--- src/hdl/mfs_pkg.sv ---
// ============================================================================
// mfs_pkg
// Shared types and constants of the multilevel feedback scheduler.
// ============================================================================
package mfs_pkg;

    // Default sizing of the scheduler.
    localparam int MAX_PROCS_DEF  = 16;
    localparam int NUM_LEVELS_DEF = 5;

    // Field widths of the input and result words.
    localparam int ID_W    = 4;
    localparam int SVC_W   = 16;
    localparam int LEVEL_W = 3;

    // Input opcodes.
    localparam logic OP_ARRIVAL = 1'b0;
    localparam logic OP_TICK    = 1'b1;

    // Sequencer states, one-hot.
    typedef enum logic [2:0] {
        S_IDLE = 3'b001,
        S_RD   = 3'b010,
        S_EX   = 3'b100
    } t_state;

endpackage

--- src/hdl/mfs_if.sv ---
// ============================================================================
// mfs_if
// Valid/ready channels of the scheduler: configuration, input and result.
// ============================================================================
interface mfs_cfg_if;
    import mfs_pkg::*;

    logic valid;
    logic ready;
    logic slice_mode;

    modport source (output valid, output slice_mode, input ready);
    modport sink   (input valid, input slice_mode, output ready);
endinterface

interface mfs_in_if;
    import mfs_pkg::*;

    logic             valid;
    logic             ready;
    logic             opcode;
    logic [ID_W-1:0]  proc_id;
    logic [SVC_W-1:0] service_time;

    modport source (output valid, output opcode, output proc_id, output service_time,
                    input ready);
    modport sink   (input valid, input opcode, input proc_id, input service_time,
                    output ready);
endinterface

interface mfs_res_if;
    import mfs_pkg::*;

    logic               valid;
    logic               ready;
    logic               ran_valid;
    logic [ID_W-1:0]    ran_id;
    logic [LEVEL_W-1:0] ran_level;
    logic               finished;

    modport source (output valid, output ran_valid, output ran_id, output ran_level,
                    output finished, input ready);
    modport sink   (input valid, input ran_valid, input ran_id, input ran_level,
                    input finished, output ready);
endinterface

--- src/hdl/mfs_ram.sv ---
// ============================================================================
// mfs_ram
// Simple dual-port RAM: one write port, one read port with registered data.
// ============================================================================
module mfs_ram #(
    parameter int WIDTH = 4,
    parameter int DEPTH = 16,
    localparam int AW   = $clog2(DEPTH)
) (
    input  logic             i_clk,
    input  logic             i_we,
    input  logic [AW-1:0]    i_waddr,
    input  logic [WIDTH-1:0] i_wdata,
    input  logic [AW-1:0]    i_raddr,
    output logic [WIDTH-1:0] o_rdata
);

    logic [WIDTH-1:0] r_mem [DEPTH];
    logic [WIDTH-1:0] r_rdata;

    always_ff @(posedge i_clk) begin
        if (i_we) begin
            r_mem[i_waddr] <= i_wdata;
        end
        r_rdata <= r_mem[i_raddr];
    end

    assign o_rdata = r_rdata;

endmodule

--- src/hdl/multilevel_feedback_scheduler.sv ---
// ============================================================================
// multilevel_feedback_scheduler
// Tick-driven multilevel feedback queue scheduler with FIFO levels in RAM.
// ============================================================================
// An arrival word with a nonzero service time writes that time into the
// remaining-time RAM and queues its id at level 0 if that level has room.
// A tick word returns one result word. It goes straight to S_EX when a
// process is already running, when the tick is idle, or when the process
// just put back is picked again from a level that was empty; it goes via
// S_RD to S_EX when a new process is picked, because the queue RAM read and
// the remaining-time RAM read, each with registered data, then follow one
// another. A tick that finds the result register still full waits there
// until the word is taken. Both RAMs start undefined and need no clearing
// pass; queue state lives in head, tail and count registers that reset clears.
module multilevel_feedback_scheduler #(
    parameter int MAX_PROCS  = mfs_pkg::MAX_PROCS_DEF,
    parameter int NUM_LEVELS = mfs_pkg::NUM_LEVELS_DEF
) (
    input  logic        i_clk,
    input  logic        i_rst_n,
    mfs_cfg_if.sink     i_cfg,
    mfs_in_if.sink      i_item,
    mfs_res_if.source   o_res
);
    import mfs_pkg::*;

    localparam int PW     = $clog2(MAX_PROCS);
    localparam int LW     = $clog2(NUM_LEVELS);
    localparam int CW     = $clog2(MAX_PROCS + 1);
    localparam int SW     = NUM_LEVELS;
    localparam int QDEPTH = NUM_LEVELS * (2 ** PW);

    // Reduces an id to its remaining-time slot.
    function automatic logic [PW-1:0] slot_of(input logic [ID_W-1:0] id);
        logic [PW-1:0] s;
        s = '0;
        for (int k = 0; k < 2 ** ID_W; k++) begin
            if (id == ID_W'(k)) begin
                s = PW'(k % MAX_PROCS);
            end
        end
        return s;
    endfunction

    function automatic logic [PW-1:0] ptr_inc(input logic [PW-1:0] p);
        return (p == PW'(MAX_PROCS - 1)) ? '0 : p + PW'(1);
    endfunction

    t_state             r_state, n_state;
    logic               r_slice_mode;
    logic [PW-1:0]      r_head  [NUM_LEVELS];
    logic [PW-1:0]      n_head  [NUM_LEVELS];
    logic [PW-1:0]      r_tail  [NUM_LEVELS];
    logic [PW-1:0]      n_tail  [NUM_LEVELS];
    logic [CW-1:0]      r_count [NUM_LEVELS];
    logic [CW-1:0]      n_count [NUM_LEVELS];
    logic [ID_W-1:0]    r_cur_id, n_cur_id;
    logic [LW-1:0]      r_cur_level, n_cur_level;
    logic [SW-1:0]      r_slice, n_slice;
    logic               r_active, n_active;
    logic               r_requeue, n_requeue;
    logic               r_idle, n_idle;

    logic               r_out_valid, n_out_valid;
    logic               r_out_ran_valid, n_out_ran_valid;
    logic [ID_W-1:0]    r_out_id, n_out_id;
    logic [LEVEL_W-1:0] r_out_level, n_out_level;
    logic               r_out_finished, n_out_finished;

    // Queue RAM and remaining-time RAM ports.
    logic                 q_we;
    logic [LW+PW-1:0]     q_waddr, q_raddr;
    logic [ID_W-1:0]      q_wdata, q_rdata;
    logic                 rem_we;
    logic [PW-1:0]        rem_waddr, rem_raddr;
    logic [SVC_W-1:0]     rem_wdata, rem_rdata;

    // Requeue and pick decisions, made from the registered queue state.
    logic                 any_work;
    logic [LW-1:0]        push_lvl;
    logic                 push_en;
    logic [CW-1:0]        cnt_after [NUM_LEVELS];
    logic                 pick_found;
    logic [LW-1:0]        pick_lvl;
    logic                 fwd;

    logic [SVC_W-1:0]     rem_next;
    logic [SW-1:0]        slice_dec;

    assign i_cfg.ready  = 1'b1;
    assign i_item.ready = (r_state == S_IDLE);

    always_comb begin
        any_work = 1'b0;
        for (int l = 0; l < NUM_LEVELS; l++) begin
            if (r_count[l] != '0) begin
                any_work = 1'b1;
            end
        end
        push_lvl = r_cur_level;
        if (any_work && r_cur_level != LW'(NUM_LEVELS - 1)) begin
            push_lvl = r_cur_level + LW'(1);
        end
        push_en = r_requeue && (r_count[push_lvl] != CW'(MAX_PROCS));
        for (int l = 0; l < NUM_LEVELS; l++) begin
            cnt_after[l] = r_count[l] + CW'(push_en && push_lvl == LW'(l));
        end
        pick_found = 1'b0;
        pick_lvl   = '0;
        for (int l = NUM_LEVELS - 1; l >= 0; l--) begin
            if (cnt_after[l] != '0) begin
                pick_found = 1'b1;
                pick_lvl   = LW'(l);
            end
        end
        // The word just put back into an empty level is the head of that level:
        // it is still held in r_cur_id, so the queue RAM read is skipped.
        fwd = push_en && (push_lvl == pick_lvl) && (r_count[pick_lvl] == '0);
    end

    assign rem_next  = (rem_rdata != '0) ? rem_rdata - SVC_W'(1) : '0;
    assign slice_dec = (r_slice != '0) ? r_slice - SW'(1) : r_slice;
    assign q_raddr   = {pick_lvl, r_head[pick_lvl]};
    assign rem_raddr = (r_state == S_RD) ? slot_of(q_rdata) : slot_of(r_cur_id);

    always_comb begin
        n_state         = r_state;
        n_head          = r_head;
        n_tail          = r_tail;
        n_count         = r_count;
        n_cur_id        = r_cur_id;
        n_cur_level     = r_cur_level;
        n_slice         = r_slice;
        n_active        = r_active;
        n_requeue       = r_requeue;
        n_idle          = r_idle;
        n_out_valid     = r_out_valid && !o_res.ready;
        n_out_ran_valid = r_out_ran_valid;
        n_out_id        = r_out_id;
        n_out_level     = r_out_level;
        n_out_finished  = r_out_finished;
        q_we            = 1'b0;
        q_waddr         = {push_lvl, r_tail[push_lvl]};
        q_wdata         = r_cur_id;
        rem_we          = 1'b0;
        rem_waddr       = slot_of(r_cur_id);
        rem_wdata       = rem_next;

        unique case (r_state)
            S_IDLE: begin
                if (i_item.valid && i_item.opcode == OP_ARRIVAL) begin
                    if (i_item.service_time != '0) begin
                        rem_we    = 1'b1;
                        rem_waddr = slot_of(i_item.proc_id);
                        rem_wdata = i_item.service_time;
                        if (r_count[0] != CW'(MAX_PROCS)) begin
                            q_we       = 1'b1;
                            q_waddr    = {LW'(0), r_tail[0]};
                            q_wdata    = i_item.proc_id;
                            n_tail[0]  = ptr_inc(r_tail[0]);
                            n_count[0] = r_count[0] + CW'(1);
                        end
                    end
                end else if (i_item.valid) begin
                    if (r_requeue) begin
                        n_cur_level = push_lvl;
                        n_requeue   = 1'b0;
                        if (push_en) begin
                            q_we              = 1'b1;
                            n_tail[push_lvl]  = ptr_inc(r_tail[push_lvl]);
                            n_count[push_lvl] = r_count[push_lvl] + CW'(1);
                        end
                    end
                    if (r_active) begin
                        n_idle  = 1'b0;
                        n_state = S_EX;
                    end else if (!pick_found) begin
                        n_idle  = 1'b1;
                        n_state = S_EX;
                    end else begin
                        n_head[pick_lvl]  = ptr_inc(r_head[pick_lvl]);
                        n_count[pick_lvl] = cnt_after[pick_lvl] - CW'(1);
                        n_cur_level       = pick_lvl;
                        n_slice           = r_slice_mode ? (SW'(1) << pick_lvl) : SW'(1);
                        n_active          = 1'b1;
                        n_idle            = 1'b0;
                        n_state           = fwd ? S_EX : S_RD;
                    end
                end
            end
            S_RD: begin
                n_cur_id = q_rdata;
                n_state  = S_EX;
            end
            S_EX: begin
                if (!r_out_valid || o_res.ready) begin
                    n_state     = S_IDLE;
                    n_out_valid = 1'b1;
                    if (r_idle) begin
                        n_out_ran_valid = 1'b0;
                        n_out_id        = '0;
                        n_out_level     = '0;
                        n_out_finished  = 1'b0;
                    end else begin
                        rem_we          = 1'b1;
                        n_slice         = slice_dec;
                        n_out_ran_valid = 1'b1;
                        n_out_id        = r_cur_id;
                        n_out_level     = LEVEL_W'(r_cur_level);
                        n_out_finished  = (rem_next == '0);
                        if (rem_next == '0) begin
                            n_active = 1'b0;
                        end else if (slice_dec == '0) begin
                            n_active  = 1'b0;
                            n_requeue = 1'b1;
                        end
                    end
                end
            end
            default: begin
                n_state = S_IDLE;
            end
        endcase
    end

    always_ff @(posedge i_clk) begin
        if (!i_rst_n) begin
            r_state      <= S_IDLE;
            r_slice_mode <= 1'b0;
            r_head       <= '{default: '0};
            r_tail       <= '{default: '0};
            r_count      <= '{default: '0};
            r_cur_id     <= '0;
            r_cur_level  <= '0;
            r_slice      <= '0;
            r_active     <= 1'b0;
            r_requeue    <= 1'b0;
            r_out_valid  <= 1'b0;
        end else begin
            r_state     <= n_state;
            if (i_cfg.valid) begin
                r_slice_mode <= i_cfg.slice_mode;
            end
            r_head      <= n_head;
            r_tail      <= n_tail;
            r_count     <= n_count;
            r_cur_id    <= n_cur_id;
            r_cur_level <= n_cur_level;
            r_slice     <= n_slice;
            r_active    <= n_active;
            r_requeue   <= n_requeue;
            r_out_valid <= n_out_valid;
        end
    end

    always_ff @(posedge i_clk) begin
        r_idle          <= n_idle;
        r_out_ran_valid <= n_out_ran_valid;
        r_out_id        <= n_out_id;
        r_out_level     <= n_out_level;
        r_out_finished  <= n_out_finished;
    end

    assign o_res.valid     = r_out_valid;
    assign o_res.ran_valid = r_out_ran_valid;
    assign o_res.ran_id    = r_out_id;
    assign o_res.ran_level = r_out_level;
    assign o_res.finished  = r_out_finished;

    mfs_ram #(
        .WIDTH (ID_W),
        .DEPTH (QDEPTH)
    ) u_queue_ram (
        .i_clk   (i_clk),
        .i_we    (q_we),
        .i_waddr (q_waddr),
        .i_wdata (q_wdata),
        .i_raddr (q_raddr),
        .o_rdata (q_rdata)
    );

    mfs_ram #(
        .WIDTH (SVC_W),
        .DEPTH (MAX_PROCS)
    ) u_remain_ram (
        .i_clk   (i_clk),
        .i_we    (rem_we),
        .i_waddr (rem_waddr),
        .i_wdata (rem_wdata),
        .i_raddr (rem_raddr),
        .o_rdata (rem_rdata)
    );

endmodule

--- src/flat_wrapper.sv ---
// flat-port wrapper written by rule: the top's interface ports become plain ports
module multilevel_feedback_scheduler_flat import mfs_pkg::*;
#(
    parameter int MAX_PROCS  = mfs_pkg::MAX_PROCS_DEF,
    parameter int NUM_LEVELS = mfs_pkg::NUM_LEVELS_DEF
)
  (i_clk, i_rst_n, i_cfg_valid, i_cfg_slice_mode, i_cfg_ready, i_item_valid, i_item_opcode, i_item_proc_id, i_item_service_time, i_item_ready, o_res_valid, o_res_ran_valid, o_res_ran_id, o_res_ran_level, o_res_finished, o_res_ready);
  mfs_cfg_if i_cfg_i ();
  mfs_in_if i_item_i ();
  mfs_res_if o_res_i ();
  input  logic i_clk;
  input  logic i_rst_n;
  input wire logic [$bits(i_cfg_i.valid)-1:0] i_cfg_valid;
  input wire logic [$bits(i_cfg_i.slice_mode)-1:0] i_cfg_slice_mode;
  output wire logic [$bits(i_cfg_i.ready)-1:0] i_cfg_ready;
  input wire logic [$bits(i_item_i.valid)-1:0] i_item_valid;
  input wire logic [$bits(i_item_i.opcode)-1:0] i_item_opcode;
  input wire logic [$bits(i_item_i.proc_id)-1:0] i_item_proc_id;
  input wire logic [$bits(i_item_i.service_time)-1:0] i_item_service_time;
  output wire logic [$bits(i_item_i.ready)-1:0] i_item_ready;
  output wire logic [$bits(o_res_i.valid)-1:0] o_res_valid;
  output wire logic [$bits(o_res_i.ran_valid)-1:0] o_res_ran_valid;
  output wire logic [$bits(o_res_i.ran_id)-1:0] o_res_ran_id;
  output wire logic [$bits(o_res_i.ran_level)-1:0] o_res_ran_level;
  output wire logic [$bits(o_res_i.finished)-1:0] o_res_finished;
  input wire logic [$bits(o_res_i.ready)-1:0] o_res_ready;
  assign i_cfg_i.valid = i_cfg_valid;
  assign i_cfg_i.slice_mode = i_cfg_slice_mode;
  assign i_cfg_ready = i_cfg_i.ready;
  assign i_item_i.valid = i_item_valid;
  assign i_item_i.opcode = i_item_opcode;
  assign i_item_i.proc_id = i_item_proc_id;
  assign i_item_i.service_time = i_item_service_time;
  assign i_item_ready = i_item_i.ready;
  assign o_res_valid = o_res_i.valid;
  assign o_res_ran_valid = o_res_i.ran_valid;
  assign o_res_ran_id = o_res_i.ran_id;
  assign o_res_ran_level = o_res_i.ran_level;
  assign o_res_finished = o_res_i.finished;
  assign o_res_i.ready = o_res_ready;
  multilevel_feedback_scheduler #(.MAX_PROCS(MAX_PROCS), .NUM_LEVELS(NUM_LEVELS)) u_core (.i_clk(i_clk), .i_rst_n(i_rst_n), .i_cfg(i_cfg_i), .i_item(i_item_i), .o_res(o_res_i));
endmodule
--- config.mk ---
export PLATFORM = sky130hd
export DESIGN_NAME = multilevel_feedback_scheduler_flat
export DESIGN_NICKNAME = d
export VERILOG_FILES = /design/src/hdl/mfs_pkg.sv /design/src/hdl/mfs_if.sv /design/src/hdl/mfs_ram.sv /design/src/hdl/multilevel_feedback_scheduler.sv /design/src/flat_wrapper.sv
export SDC_FILE = /design/constraint.sdc
export NUM_CORES = 1
export LEC_CHECK = 0
export BUFFER_PORTS_ARGS = -buffer_cell sky130_fd_sc_hd__buf_2
export CAP_MARGIN = 15
export CORE_ASPECT_RATIO = 1.25
export CORE_MARGIN = 2
export CORE_UTILIZATION = 65
export DETAILED_ROUTE_END_ITERATION = 16
export PLACE_DENSITY = 0.8
export SYNTH_ARGS = -nofsm -noshare
export SYNTH_HDL_FRONTEND = slang
export SYNTH_SLANG_ARGS = --single-unit
--- constraint.sdc ---
create_clock -name i_clk -period 19.75 [get_ports i_clk]
set_input_delay 3.95 -clock i_clk [delete_from_list [all_inputs] [get_ports i_clk]]
set_output_delay 3.95 -clock i_clk [all_outputs]
set_load 0.005 [all_outputs]
After elaboration in Yosys (flattened, before gate mapping)

Memories as Yosys holds them, arrays and structs flattened. A register that Yosys moved wholly into a read port is not among the register bits.
Index checks and enable logic that the tools add are counted.

Flip-flop bits (word level): 94
Memory bits (writable): 576
Bits of input ports: 27
Output and inout port bits: 12
Word-level logic and storage cells: 349
Memories kept: 2

Memories:

| memory                    | words | bits a word | read ports | clocked after Yosys merged registers in | wr ports | RTL line      | text |
|---|---|---|---|---|---|---|---|
| u_core.u_queue_ram.r_mem  | 80    | 4           | 1          | 1                                       | 1        | mfs_ram.sv:18 | `logic [WIDTH-1:0] r_mem [DEPTH];` |
| u_core.u_remain_ram.r_mem | 16    | 16          | 1          | 1                                       | 1        | mfs_ram.sv:18 |  |

$add $sub $neg: 14
$lt $le $gt $ge: 4
Equal/unequal tests: 70
Shift-type cells: 1
Muxes and demuxes: 178
Bitwise operators: 5
Reductions and logical operators: 47

Operators by type and width:

| cell                    | number |
|---|---|
| $mux W25                | 8 |
| $mux W4                 | 44 |
| $eq A4 B4 Y1 const B    | 27 |
| $mux W5                 | 19 |
| $mux W3                 | 27 |
| $mux W16                | 4 |
| $mux W20                | 3 |
| $reduce_bool A5 Y1      | 11 |
| $bwmux W25              | 2 |
| $eq A4 B3 Y1 const B    | 12 |
| $bmux W5 S3             | 3 |
| $mux W1                 | 45 |
| $bwmux W20              | 2 |
| $reduce_bool A16 Y1     | 2 |
| $demux W5 S3            | 2 |
| $mux W7                 | 4 |
| $add A5 B1 Y5           | 5 |
| $bmux W4 S3             | 2 |
| $demux W4 S3            | 2 |
| $eq A4 B2 Y1 const B    | 6 |
| $logic_not A16 Y1       | 1 |
| $sub A16 B1 Y16 const B | 1 |
| $ne A2 B2 Y1 const B    | 7 |
| $reduce_and A7 Y1       | 2 |
| other kinds (33)        | 78 |

Longest topological paths before layout

Gate-level depths: netlist (run 1).

Depth after elaboration: 34
Gate-level depth with buffers: 38

By module

From an unflattened synthesis (run 1), not the netlist that was laid out.

Cell total of the unflattened synthesis: 2,000
Area, all modules: 30,289.0 um^2

Modules (own cells, without submodules):

| module                         | times used | cells each | area each (um^2) | sequential area each (um^2) |
|---|---|---|---|---|
| mfs_ram at u_core.u_queue_ram  | 1          | 646        | 12,849.8         | 9,689.3 |
| mfs_ram at u_core.u_remain_ram | 1          | 432        | 10,042.1         | 8,007.7 |
| multilevel_feedback_scheduler  | 1          | 922        | 7,397.1          | 1,981.9 |

Worst setup path before layout (run 1)

No wires, ideal clock.

Kind: input to register
Start point: input i_item_service_time[2]
End point: memory u_core.u_queue_ram.r_mem[0][2] (data pin)
Setup time: 0.826 ns
Data arrival time: 8.036 ns
Data required time: 18.924 ns
Slack: 10.888 ns
Cell stages on the path: 7
Buffers on the path: 1
Cells stage by stage: nor4_1 -> nand4_1 -> nand2_1 -> o21ai_0 -> and2_1 -> clkbuf_1 -> o21ai_0

Cells in the longest elaborated chain, start to end: 4

Ends and longest elaborated chain:

| item                        | RTL line                             | text |
|---|---|---|
| from (decl)                 | flat_wrapper.sv:19                   | `input wire logic [$bits(i_item_i.service_time)-1:0] i_item_service_time;` |
| $reduce_bool A16 Y1         | multilevel_feedback_scheduler.sv:152 | `if (i_item.service_time != '0) begin` |
| $mux W4                     | multilevel_feedback_scheduler.sv:152 |  |
| $mux W4                     | multilevel_feedback_scheduler.sv:151 | `if (i_item.valid && i_item.opcode == OP_ARRIVAL) begin` |
| $mux W4                     | multilevel_feedback_scheduler.sv:149 | `unique case (r_state)` |
| named net u_core.q_wdata[2] | multilevel_feedback_scheduler.sv:73  | `logic [ID_W-1:0] q_wdata, q_rdata;` |
| to (decl)                   | mfs_ram.sv:18                        |  |

The timed path passes the listed nets, and every way through them passes these cells.

Final worst setup path (run 1)

Start point: register u_core.r_cur_level[0]
End point: register u_core.u_queue_ram.r_rdata[3], in the netlist u_core.u_queue_ram.o_rdata[3], read port of u_core.u_queue_ram.r_mem

Cells in the longest elaborated chain, start to end: 21

Ends and longest elaborated chain:

| item                                                  | RTL line                             | text |
|---|---|---|
| from (decl)                                           | multilevel_feedback_scheduler.sv:58  | `logic [LW-1:0] r_cur_level, n_cur_level;` |
| from (signal assigned)                                | multilevel_feedback_scheduler.sv:248 | `r_cur_level <= n_cur_level;` |
| branches (longest 2 deep; another with $add A3 B1 Y3) | -                                    |  |
| $mux W3 (*)                                           | multilevel_feedback_scheduler.sv:101 | `if (any_work && r_cur_level != LW'(NUM_LEVELS - 1)) begin` |
| $not A3 Y4 (implied by the code)                      | multilevel_feedback_scheduler.sv:104 | `push_en = r_requeue && (r_count[push_lvl] != CW'(MAX_PROCS));` |
| $bmux W5 S3                                           | multilevel_feedback_scheduler.sv:104 |  |
| $mux W5 (implied by the code) (2 in series)           | multilevel_feedback_scheduler.sv:104 |  |
| $ne A5 B5 Y1                                          | multilevel_feedback_scheduler.sv:104 |  |
| $logic_and A1 B1 Y1                                   | multilevel_feedback_scheduler.sv:104 |  |
| $logic_and A1 B1 Y1                                   | multilevel_feedback_scheduler.sv:106 | `cnt_after[l] = r_count[l] + CW'(push_en && push_lvl == LW'(l));` |
| $add A5 B1 Y5                                         | multilevel_feedback_scheduler.sv:106 |  |
| $reduce_bool A5 Y1                                    | multilevel_feedback_scheduler.sv:111 | `if (cnt_after[l] != '0) begin` |
| $mux W3 (4 in series)                                 | multilevel_feedback_scheduler.sv:111 |  |
| $mux W3 (*)                                           | multilevel_feedback_scheduler.sv:111 |  |
| $not A3 Y4 (implied by the code)                      | multilevel_feedback_scheduler.sv:123 | `assign q_raddr = {pick_lvl, r_head[pick_lvl]};` |
| $bmux W4 S3                                           | multilevel_feedback_scheduler.sv:123 |  |
| $mux W4 (implied by the code) (2 in series)           | multilevel_feedback_scheduler.sv:123 |  |
| to (decl)                                             | mfs_ram.sv:19                        | `logic [WIDTH-1:0] r_rdata;` |

Mark *: on every way between the ends. The select of a mux whose other input is x is not followed.
A chain may end at the register's enable or synchronous reset.

==> impl_metrics.py, run 1 <==
metrics = {
    "outcome": {
        "run_status": "complete, no violations",
    },
    "grt": {
        "global_route.overflow_total": 0,
        "grtUsageTotal": 0.3493,
        "first_pass_grt_wire_length_um": 125300,
        "first_global_vias": 20746,
        "grt_max_degree": 87,
        "grt_antenna_before_repair": 2,
    },
    "clock_network": {
        "clk_pin_slew_worst_paths_ns": 0.06,
        "hold_buffers": 0,
        "cts_tree": "built",
        "htree_num_levels": 3,
        "sink_count": 690,
        "tritoncts.num_buffers": 67,
        "cts_setup_buffers": 0,
        "clock_insertion_delay_worst_skew_ns": 0.62,
        "clock_tree.root_cell": "sky130_fd_sc_hd__clkbuf_16",
        "ctsResizeCount": 0,
        "cts-root-to-sink-buffers": 3,
    },
    "yosys": {
        "synth.top_cell.area_share": 0.5763,
        "synth_edf_count": 586,
        "yosysWarningCount": 0,
        "ys.flop_type": "sky130_fd_sc_hd__edfxtp_1",
        "synth_seq_cells": 690,
        "seq_area_frac_synth": 0.6444,
        "synth.net_count": 2342,
        "synth_cell_type_count": 102,
        "post_synthesis_cells": 2293,
        "syn_area_per_cell_um2": 13.32,
        "postSynth.asyncResetShare": 0,
        "synth.top_cells.by_count": "586 x sky130_fd_sc_hd__edfxtp_1, 283 x sky130_fd_sc_hd__nand2_1, 198 x sky130_fd_sc_hd__nor2_1",
        "yosysTopAreaCell": "sky130_fd_sc_hd__edfxtp_1",
        "yosysMostFrequentCell": "sky130_fd_sc_hd__edfxtp_1",
        "synth_area_um2": 30540,
        "synth.area.top_cells": "sky130_fd_sc_hd__edfxtp_1 58%, sky130_fd_sc_hd__dfxtp_1 6.8%, sky130_fd_sc_hd__mux4_2 5.8%",
    },
    "finish": {
        "num_antenna_cells": 0,
        "syn2layout_area_growth_pct": 10.41,
        "layout-drive-gt1-share": 0.1480,
        "design.final.nets": 2380,
        "layout.core_utilization": 0.7291,
        "finalInstanceArea_um2": 33710,
        "finish.cell_count_without_fillers": 2970,
    },
    "place": {
        "pre_cts_ws_ns": 10.00,
        "standard_cell_area_after_detailed_placement_um2": 31510,
        "placed_cells_incl_taps": 2846,
        "post-dp-hpwl_um": 51510,
        "gp_congestion": 0.9094,
        "io_buffers": 37,
    },
    "sta": {
        "worst_slew_pin_slew_ns": 1.220,
        "final_count_of_pins_violating_max_slew": 0,
        "setup_slack_ns": 9.726,
        "finClkSkew_ns": 0.04574,
        "period_needed_ns": 10.02,
        "setup_total_negative_slack_ns": 0,
        "fmax_ghz": 0.09976,
        "max-slew-margin-rel": 0.1809,
        "setup_violations": 0,
        "min_period_over_period": 0.5075,
        "grt_setup_unrepaired": "false",
        "hold_violations": 0,
        "hold-worst-slack_ns": 0.4694,
    },
    "worst_setup_path": {
        "cp_max_fo": 32,
        "worst_path_most_repeated_cell": "sky130_fd_sc_hd__ha_1",
        "crit_cells": 30,
        "crit_start": "u_core.r_cur_level[0]",
        "critPathKind": "reg2reg",
        "critPathArrivalTime_ns": 10.48,
        "crit_family": "simple AND/OR/NAND/NOR gates",
        "reg2reg_slack_ns": 9.73,
        "crit-reg2reg-launch": "u_core.r_cur_level[0]",
        "max_stage_delay_ns": 0.92,
        "ff2ff_path_depth": 30,
        "slowest_stage": "sky130_fd_sc_hd__nor2_1",
        "crit-reg2reg-capture": "u_core.u_queue_ram.o_rdata[3]",
        "cp.buffers_inverters": 7,
        "endpoint_kind": "flop",
        "setup.worst_path.end": "u_core.u_queue_ram.o_rdata[3]",
        "cp_data_required_time_ns": 20.21,
        "startpoint_type": "flop",
    },
    "floorplan": {
        "floorplan.die_area_um2": 48740,
        "core.rowCount": 88,
        "floorplan.core_area_um2": 46240,
        "pin_count": 39,
        "die_x_um": 197.9,
        "chipHeight_um": 246.3,
        "initial_core_util": 0.6603,
    },
    "pwr": {
        "clock_group_share_of_total_power": 0.355,
        "netSwitchingFraction": 0.2910,
        "power.sequential.fraction": 0.459,
        "power_leakage_nw": 11.33,
        "cellPowerDensity_nw_per_um2": 107.7,
        "p_switching_mw": 1.056,
        "combPwrFrac": 0.187,
        "max-vdd-ir-drop_uv": 92.87,
        "cell_internal_pwr_mw": 2.574,
        "power_mw": 3.631,
    },
    "detailed_routing": {
        "first_iter_violations": 2458,
        "mean_routed_wirelength_per_cell_um": 28.19,
        "ant_nets": 0,
        "avgViaCountPerCell": 7.029,
        "first_pass_iters": 6,
        "post-route-drc-count": 0,
        "dr_total_vias": 20877,
        "aggregate_routed_wire_length_um": 83730,
    },
    "job": {
        "drv.max_cap_violation_count": 0,
    },
    "min_path": {
        "timing.hold.worst.class": "reg2reg",
        "hold_depth": 2,
    },
}
cell families after synthesis:
logic type	count (synthesis)	synth area share
buffers and inverters	164	0.02311
adders and majority gates	22	0.009014
and+or+nand+nor	754	0.1153
xor gates and xnor gates	39	0.01143
muxes	205	0.1001
other	1	0.0001228
AOI/OAI and AO/OA	418	0.09641
DFF	690	0.6444
state kept, by name, indices dropped and copies added, names as in the netlist, 3 cells and up:
register and count:
u_core.r_tail 20, u_core.r_slice 5, u_core.u_remain_ram.o_rdata 16, u_core.u_remain_ram.r_mem 256, u_core.r_count 25, u_core.o_res.ran_id 4
u_core.r_state 3, u_core.o_res.ran_level 3, u_core.r_cur_level 3, u_core.r_cur_id 4, u_core.u_queue_ram.o_rdata 4, u_core.r_head 20
u_core.u_queue_ram.r_mem 320
tightest hold or removal path, delay by kind of cell, from the launching register on:
family,cells,cell delay [ns]
flops,1,0.31
compound gates,1,0.06
simple gates,1,0.05
worst min-delay path by stage:
stage,from,end,slack [ns]
detailed placement,u_core.r_tail[4],u_core.r_tail[4],0.46
CTS,u_core.r_head[13],u_core.r_head[13],0.47
floorplan,u_core.r_tail[10],u_core.r_tail[10],0.44
global placement,u_core.r_tail[6],u_core.r_tail[6],0.45
global route,u_core.r_tail[4],u_core.r_tail[4],0.49
finish,u_core.r_head[13],u_core.r_head[13],0.47
layout by cell type (no fill, tap or decap), drive strengths merged, types with 8 or more instances in the layout:
cell type and instances:
o221ai 8, a21oi 73, a22oi 14, clkinv 19, o21ai 72, o221a 9, a21o 9, nand2 289
mux2i 115, mux4 79, and3 25, nand2b 10, a311oi 11, o31ai 13, a31oi 40, ha 22
clkbuf 98, inv 37, nor2 199, and2 29, nor4 18, o211a 8, a211oi 25, a22o 8
nand3 64, dfxtp 104, a32oi 12, o22ai 25, buf 98, xnor2 24, a221oi 11, xor2 15
edfxtp 586, nor3 30, mux2 11, nand4 19, o211ai 10, a21boi 17, nor2b 32
final cells by class:
| cell class | instances | area (um^2) |
|---|---|---|
| clock buffer | 98 | 1947 |
| inverter | 35 | 133.9 |
| sequential | 690 | 19680 |
| timing repair buffer | 98 | 643.1 |
| tap | 585 | 732.0 |
| fill | 2838 | 12530 |
| clock inverter | 25 | 254.0 |
| multi-input combinational | 1439 | 10330 |
power by group through the flow:
stage                     clock network, mW  registers (mW)  logic (mW)
final                                  1.29            1.67       0.677
after floorplan                           0            1.67       0.456
after CTS                              1.29            1.66       0.658
after detailed placement                  0            1.69       0.651
after global placement                    0            1.69       0.646
after global routing                   1.34            1.67       0.713
layer usage:
metal  vias to the layer above  routed length (um)  GRT usage
met3                       337                7458    0.06051
li1                       8861                   -          -
met2                      1352               40660     0.5751
met5                         -                  26          0
met4                         4                5352     0.2114
met1                     10323               30240     0.4356
No activity file was read; power rests on OpenSTA's default activity.
==> run 2: changes to the inputs <==
--- a/config.mk
+++ b/config.mk
@@ -5,13 +5,14 @@
 export SDC_FILE = /design/constraint.sdc
 export NUM_CORES = 1
 export LEC_CHECK = 0
+export ABC_AREA = 1
 export BUFFER_PORTS_ARGS = -buffer_cell sky130_fd_sc_hd__buf_2
 export CAP_MARGIN = 15
 export CORE_ASPECT_RATIO = 1.25
 export CORE_MARGIN = 2
-export CORE_UTILIZATION = 65
+export CORE_UTILIZATION = 63
 export DETAILED_ROUTE_END_ITERATION = 16
-export PLACE_DENSITY = 0.8
+export PLACE_DENSITY = 0.78
 export SYNTH_ARGS = -nofsm -noshare
 export SYNTH_HDL_FRONTEND = slang
 export SYNTH_SLANG_ARGS = --single-unit
==> constraint.sdc (replaced) <==
create_clock -name i_clk -period 9.8 [get_ports i_clk]
set_input_delay 1.96 -clock i_clk [delete_from_list [all_inputs] [get_ports i_clk]]
set_output_delay 1.96 -clock i_clk [all_outputs]
set_load 0.005 [all_outputs]
==> run 2 against run 1 <==
Effect of this change:
- clock power grew 100%
- sequential share of layout area shrank 1.3 points
- critical path depth grew 9
- die area grew 6.0%
- final area grew 2.2%
- maximum frequency grew 21%
- clock-buffer cell count shrank 9
- via count grew 14%
- core utilization shrank 3.0 points
- synthesized area grew 2.8%
- register-to-register slack lost 8.2 ns
- critical path type unchanged
- largest power group is now combinational logic
==> impl_metrics.py, run 2 <==
metrics = {
    "sta": {
        "worst_slew_pin_slew_ns": 1.153,
        "max-slew-margin-rel": 0.2313,
        "grt_setup_unrepaired": "false",
        "finClkSkew_ns": 0.02101,
        "min_period_over_period": 0.8475,
        "hold_violations": 0,
        "setup_total_negative_slack_ns": 0,
        "fmax_ghz": 0.1204,
        "period_needed_ns": 8.306,
        "setup_violations": 0,
        "final_count_of_pins_violating_max_slew": 0,
        "hold-worst-slack_ns": 0.4699,
    },
    "floorplan": {
        "floorplan.core_area_um2": 49300,
        "die_x_um": 203.7,
        "pin_count": 39,
        "chipHeight_um": 253.6,
        "initial_core_util": 0.6368,
        "floorplan.die_area_um2": 51640,
        "core.rowCount": 91,
    },
    "clock_network": {
        "clock_insertion_delay_worst_skew_ns": 0.62,
        "clock_tree.root_cell": "sky130_fd_sc_hd__clkbuf_16",
        "tritoncts.num_buffers": 67,
        "htree_num_levels": 3,
        "ctsResizeCount": 0,
        "clk_pin_slew_worst_paths_ns": 0.07,
        "sink_count": 690,
        "cts_tree": "built",
        "hold_buffers": 0,
        "cts_setup_buffers": 0,
        "cts-root-to-sink-buffers": 3,
    },
    "yosys": {
        "synth.area.top_cells": "sky130_fd_sc_hd__edfxtp_1 56%, sky130_fd_sc_hd__nand2_1 6.9%, sky130_fd_sc_hd__dfxtp_1 6.6%",
        "synth.top_cells.by_count": "586 x sky130_fd_sc_hd__edfxtp_1, 573 x sky130_fd_sc_hd__nand2_1, 386 x sky130_fd_sc_hd__nor2_1",
        "synth.top_cell.area_share": 0.5605,
        "yosysMostFrequentCell": "sky130_fd_sc_hd__edfxtp_1",
        "yosysTopAreaCell": "sky130_fd_sc_hd__edfxtp_1",
        "postSynth.asyncResetShare": 0,
        "synth_cell_type_count": 54,
        "synth_seq_cells": 690,
        "synth_edf_count": 586,
        "post_synthesis_cells": 3114,
        "syn_area_per_cell_um2": 10.08,
        "ys.flop_type": "sky130_fd_sc_hd__edfxtp_1",
        "yosysWarningCount": 0,
        "seq_area_frac_synth": 0.6268,
        "synth_area_um2": 31390,
        "synth.net_count": 3163,
    },
    "outcome": {
        "run_status": "complete, no violations",
    },
    "pwr": {
        "cellPowerDensity_nw_per_um2": 367.6,
        "power_mw": 12.67,
        "max-vdd-ir-drop_uv": 284.7,
        "power_leakage_nw": 12.69,
    },
    "detailed_routing": {
        "first_iter_violations": 2486,
        "aggregate_routed_wire_length_um": 87930,
        "avgViaCountPerCell": 6.246,
        "mean_routed_wirelength_per_cell_um": 23.00,
        "dr_total_vias": 23879,
        "ant_nets": 0,
        "post-route-drc-count": 0,
        "first_pass_iters": 6,
    },
    "finish": {
        "top_regs": "u_core.u_queue_ram.r_mem x320, u_core.u_remain_ram.r_mem x256, u_core.r_count x25",
        "layout-drive-gt1-share": 0.1003,
        "flip_flop_count_of_the_largest_register_after_layout": 320,
        "syn2layout_area_growth_pct": 9.769,
        "layout_commonest_cell": "sky130_fd_sc_hd__edfxtp_1",
        "top_register": "u_core.u_queue_ram.r_mem",
        "commonest_non_fill_non_tap_cells_in_the_layout": "586 x sky130_fd_sc_hd__edfxtp_1, 573 x sky130_fd_sc_hd__nand2_1, 371 x sky130_fd_sc_hd__nand3_1",
        "design.final.nets": 3167,
        "num_antenna_cells": 0,
    },
    "job": {
        "drv.max_cap_violation_count": 0,
    },
    "grt": {
        "first_global_vias": 23359,
        "global_route.overflow_total": 0,
        "grt_max_degree": 93,
        "grt_antenna_before_repair": 0,
        "grtUsageTotal": 0.3436,
        "first_pass_grt_wire_length_um": 132700,
    },
    "min_path": {
        "timing.hold.worst.class": "reg2reg",
    },
    "worst_setup_path": {
        "max_stage_delay_ns": 0.78,
        "critPathArrivalTime_ns": 8.85,
        "endpoint_kind": "flop",
        "slowest_stage": "sky130_fd_sc_hd__o21ai_1",
        "cp_data_required_time_ns": 10.35,
        "startpoint_type": "flop",
        "cp_max_fo": 92,
        "critPathKind": "reg2reg",
        "worst_path_most_repeated_cell": "sky130_fd_sc_hd__nand3_1",
    },
    "place": {
        "gp_congestion": 1.006,
        "io_buffers": 37,
        "post-dp-hpwl_um": 55830,
    },
}
## run 2: cell count changes in the layout (fill, tap and decap cells not counted), sizes merged, moves of 36 or more
cell / delta
inv: +212
o21ai: +176
a31oi: -36
o211ai: +45
mux2i: -115
mux4: -79
nor2: +212
nand3: +311
o221ai: +45
nand2: +309
## run 2: kinds of logic after synthesis
logic type / Yosys count / share of synthesized area
and+or+nand+nor: 1474 / 0.2090
adders and majority gates: 22 / 0.008768
xor gates and xnor gates: 22 / 0.006138
buffers and inverters: 404 / 0.05424
other: 1 / 0.0001195
AOI/OAI and AO/OA: 501 / 0.09485
DFF: 690 / 0.6268
## run 2: where the power goes
part | total (mW) | switching, mW | internal, mW
sequential | 3.79 | 0.156 | 3.64
combinational | 6.24 | 4.63 | 1.61
clock | 2.63 | 1.11 | 1.53
total | 12.7 | 5.89 | 6.78
## run 2: critical path, delay by kind of cell, from the launching register on
family                     cells  cell delay [ns]
buffers and inverters         10             2.02
and+or+nand+nor               21             3.11
DFF                            1             0.53
adders and majority gates      4             0.79
xor gates and xnor gates       1             0.16
AOI/OAI and AO/OA              3             1.53
## run 2: routing by layer
metal	up-vias	track usage	part of all wire
met3	338	0.05219	0.081
met1	11357	0.3895	0.35
met5	-	0	0
li1	10874	-	-
met2	1310	0.6012	0.50
met4	0	0.2315	0.069
## run 2: cell type report
type	count	area, um^2
clock inverter	34	400.4
fill	3544	14840
multi-input combinational	2020	10180
clock buffer	89	1843
timing repair buffer	91	603.1
tap	651	814.5
inverter	248	940.9
sequential	690	19680
## run 2: stage by stage
step / setup WS, ns / area (um^2) / cells / utilization
after global placement: 2.000 / 32220 / 3700 / 0.6535
final: 1.494 / 34460 / 3823 / 0.6990
after floorplan: 2.445 / 31390 / 3114 / -
after detailed placement: 1.708 / 32220 / 3700 / 0.6535
after global routing: 0.7733 / 34460 / 3823 / 0.6990
after CTS: 1.673 / 34460 / 3823 / 0.6990
## run 2: final timing paths
kind / cells past startpoint / slack, ns / to / from
max reg2reg: 39 / 1.49 / u_core.u_queue_ram.o_rdata[2] / u_core.r_count[21]
max: 39 / 1.49 / u_core.u_queue_ram.o_rdata[2] / u_core.r_count[21]
min reg2reg: 2 / 0.47 / u_core.r_head[13] / u_core.r_head[13]
min: 2 / 0.47 / u_core.r_head[13] / u_core.r_head[13]
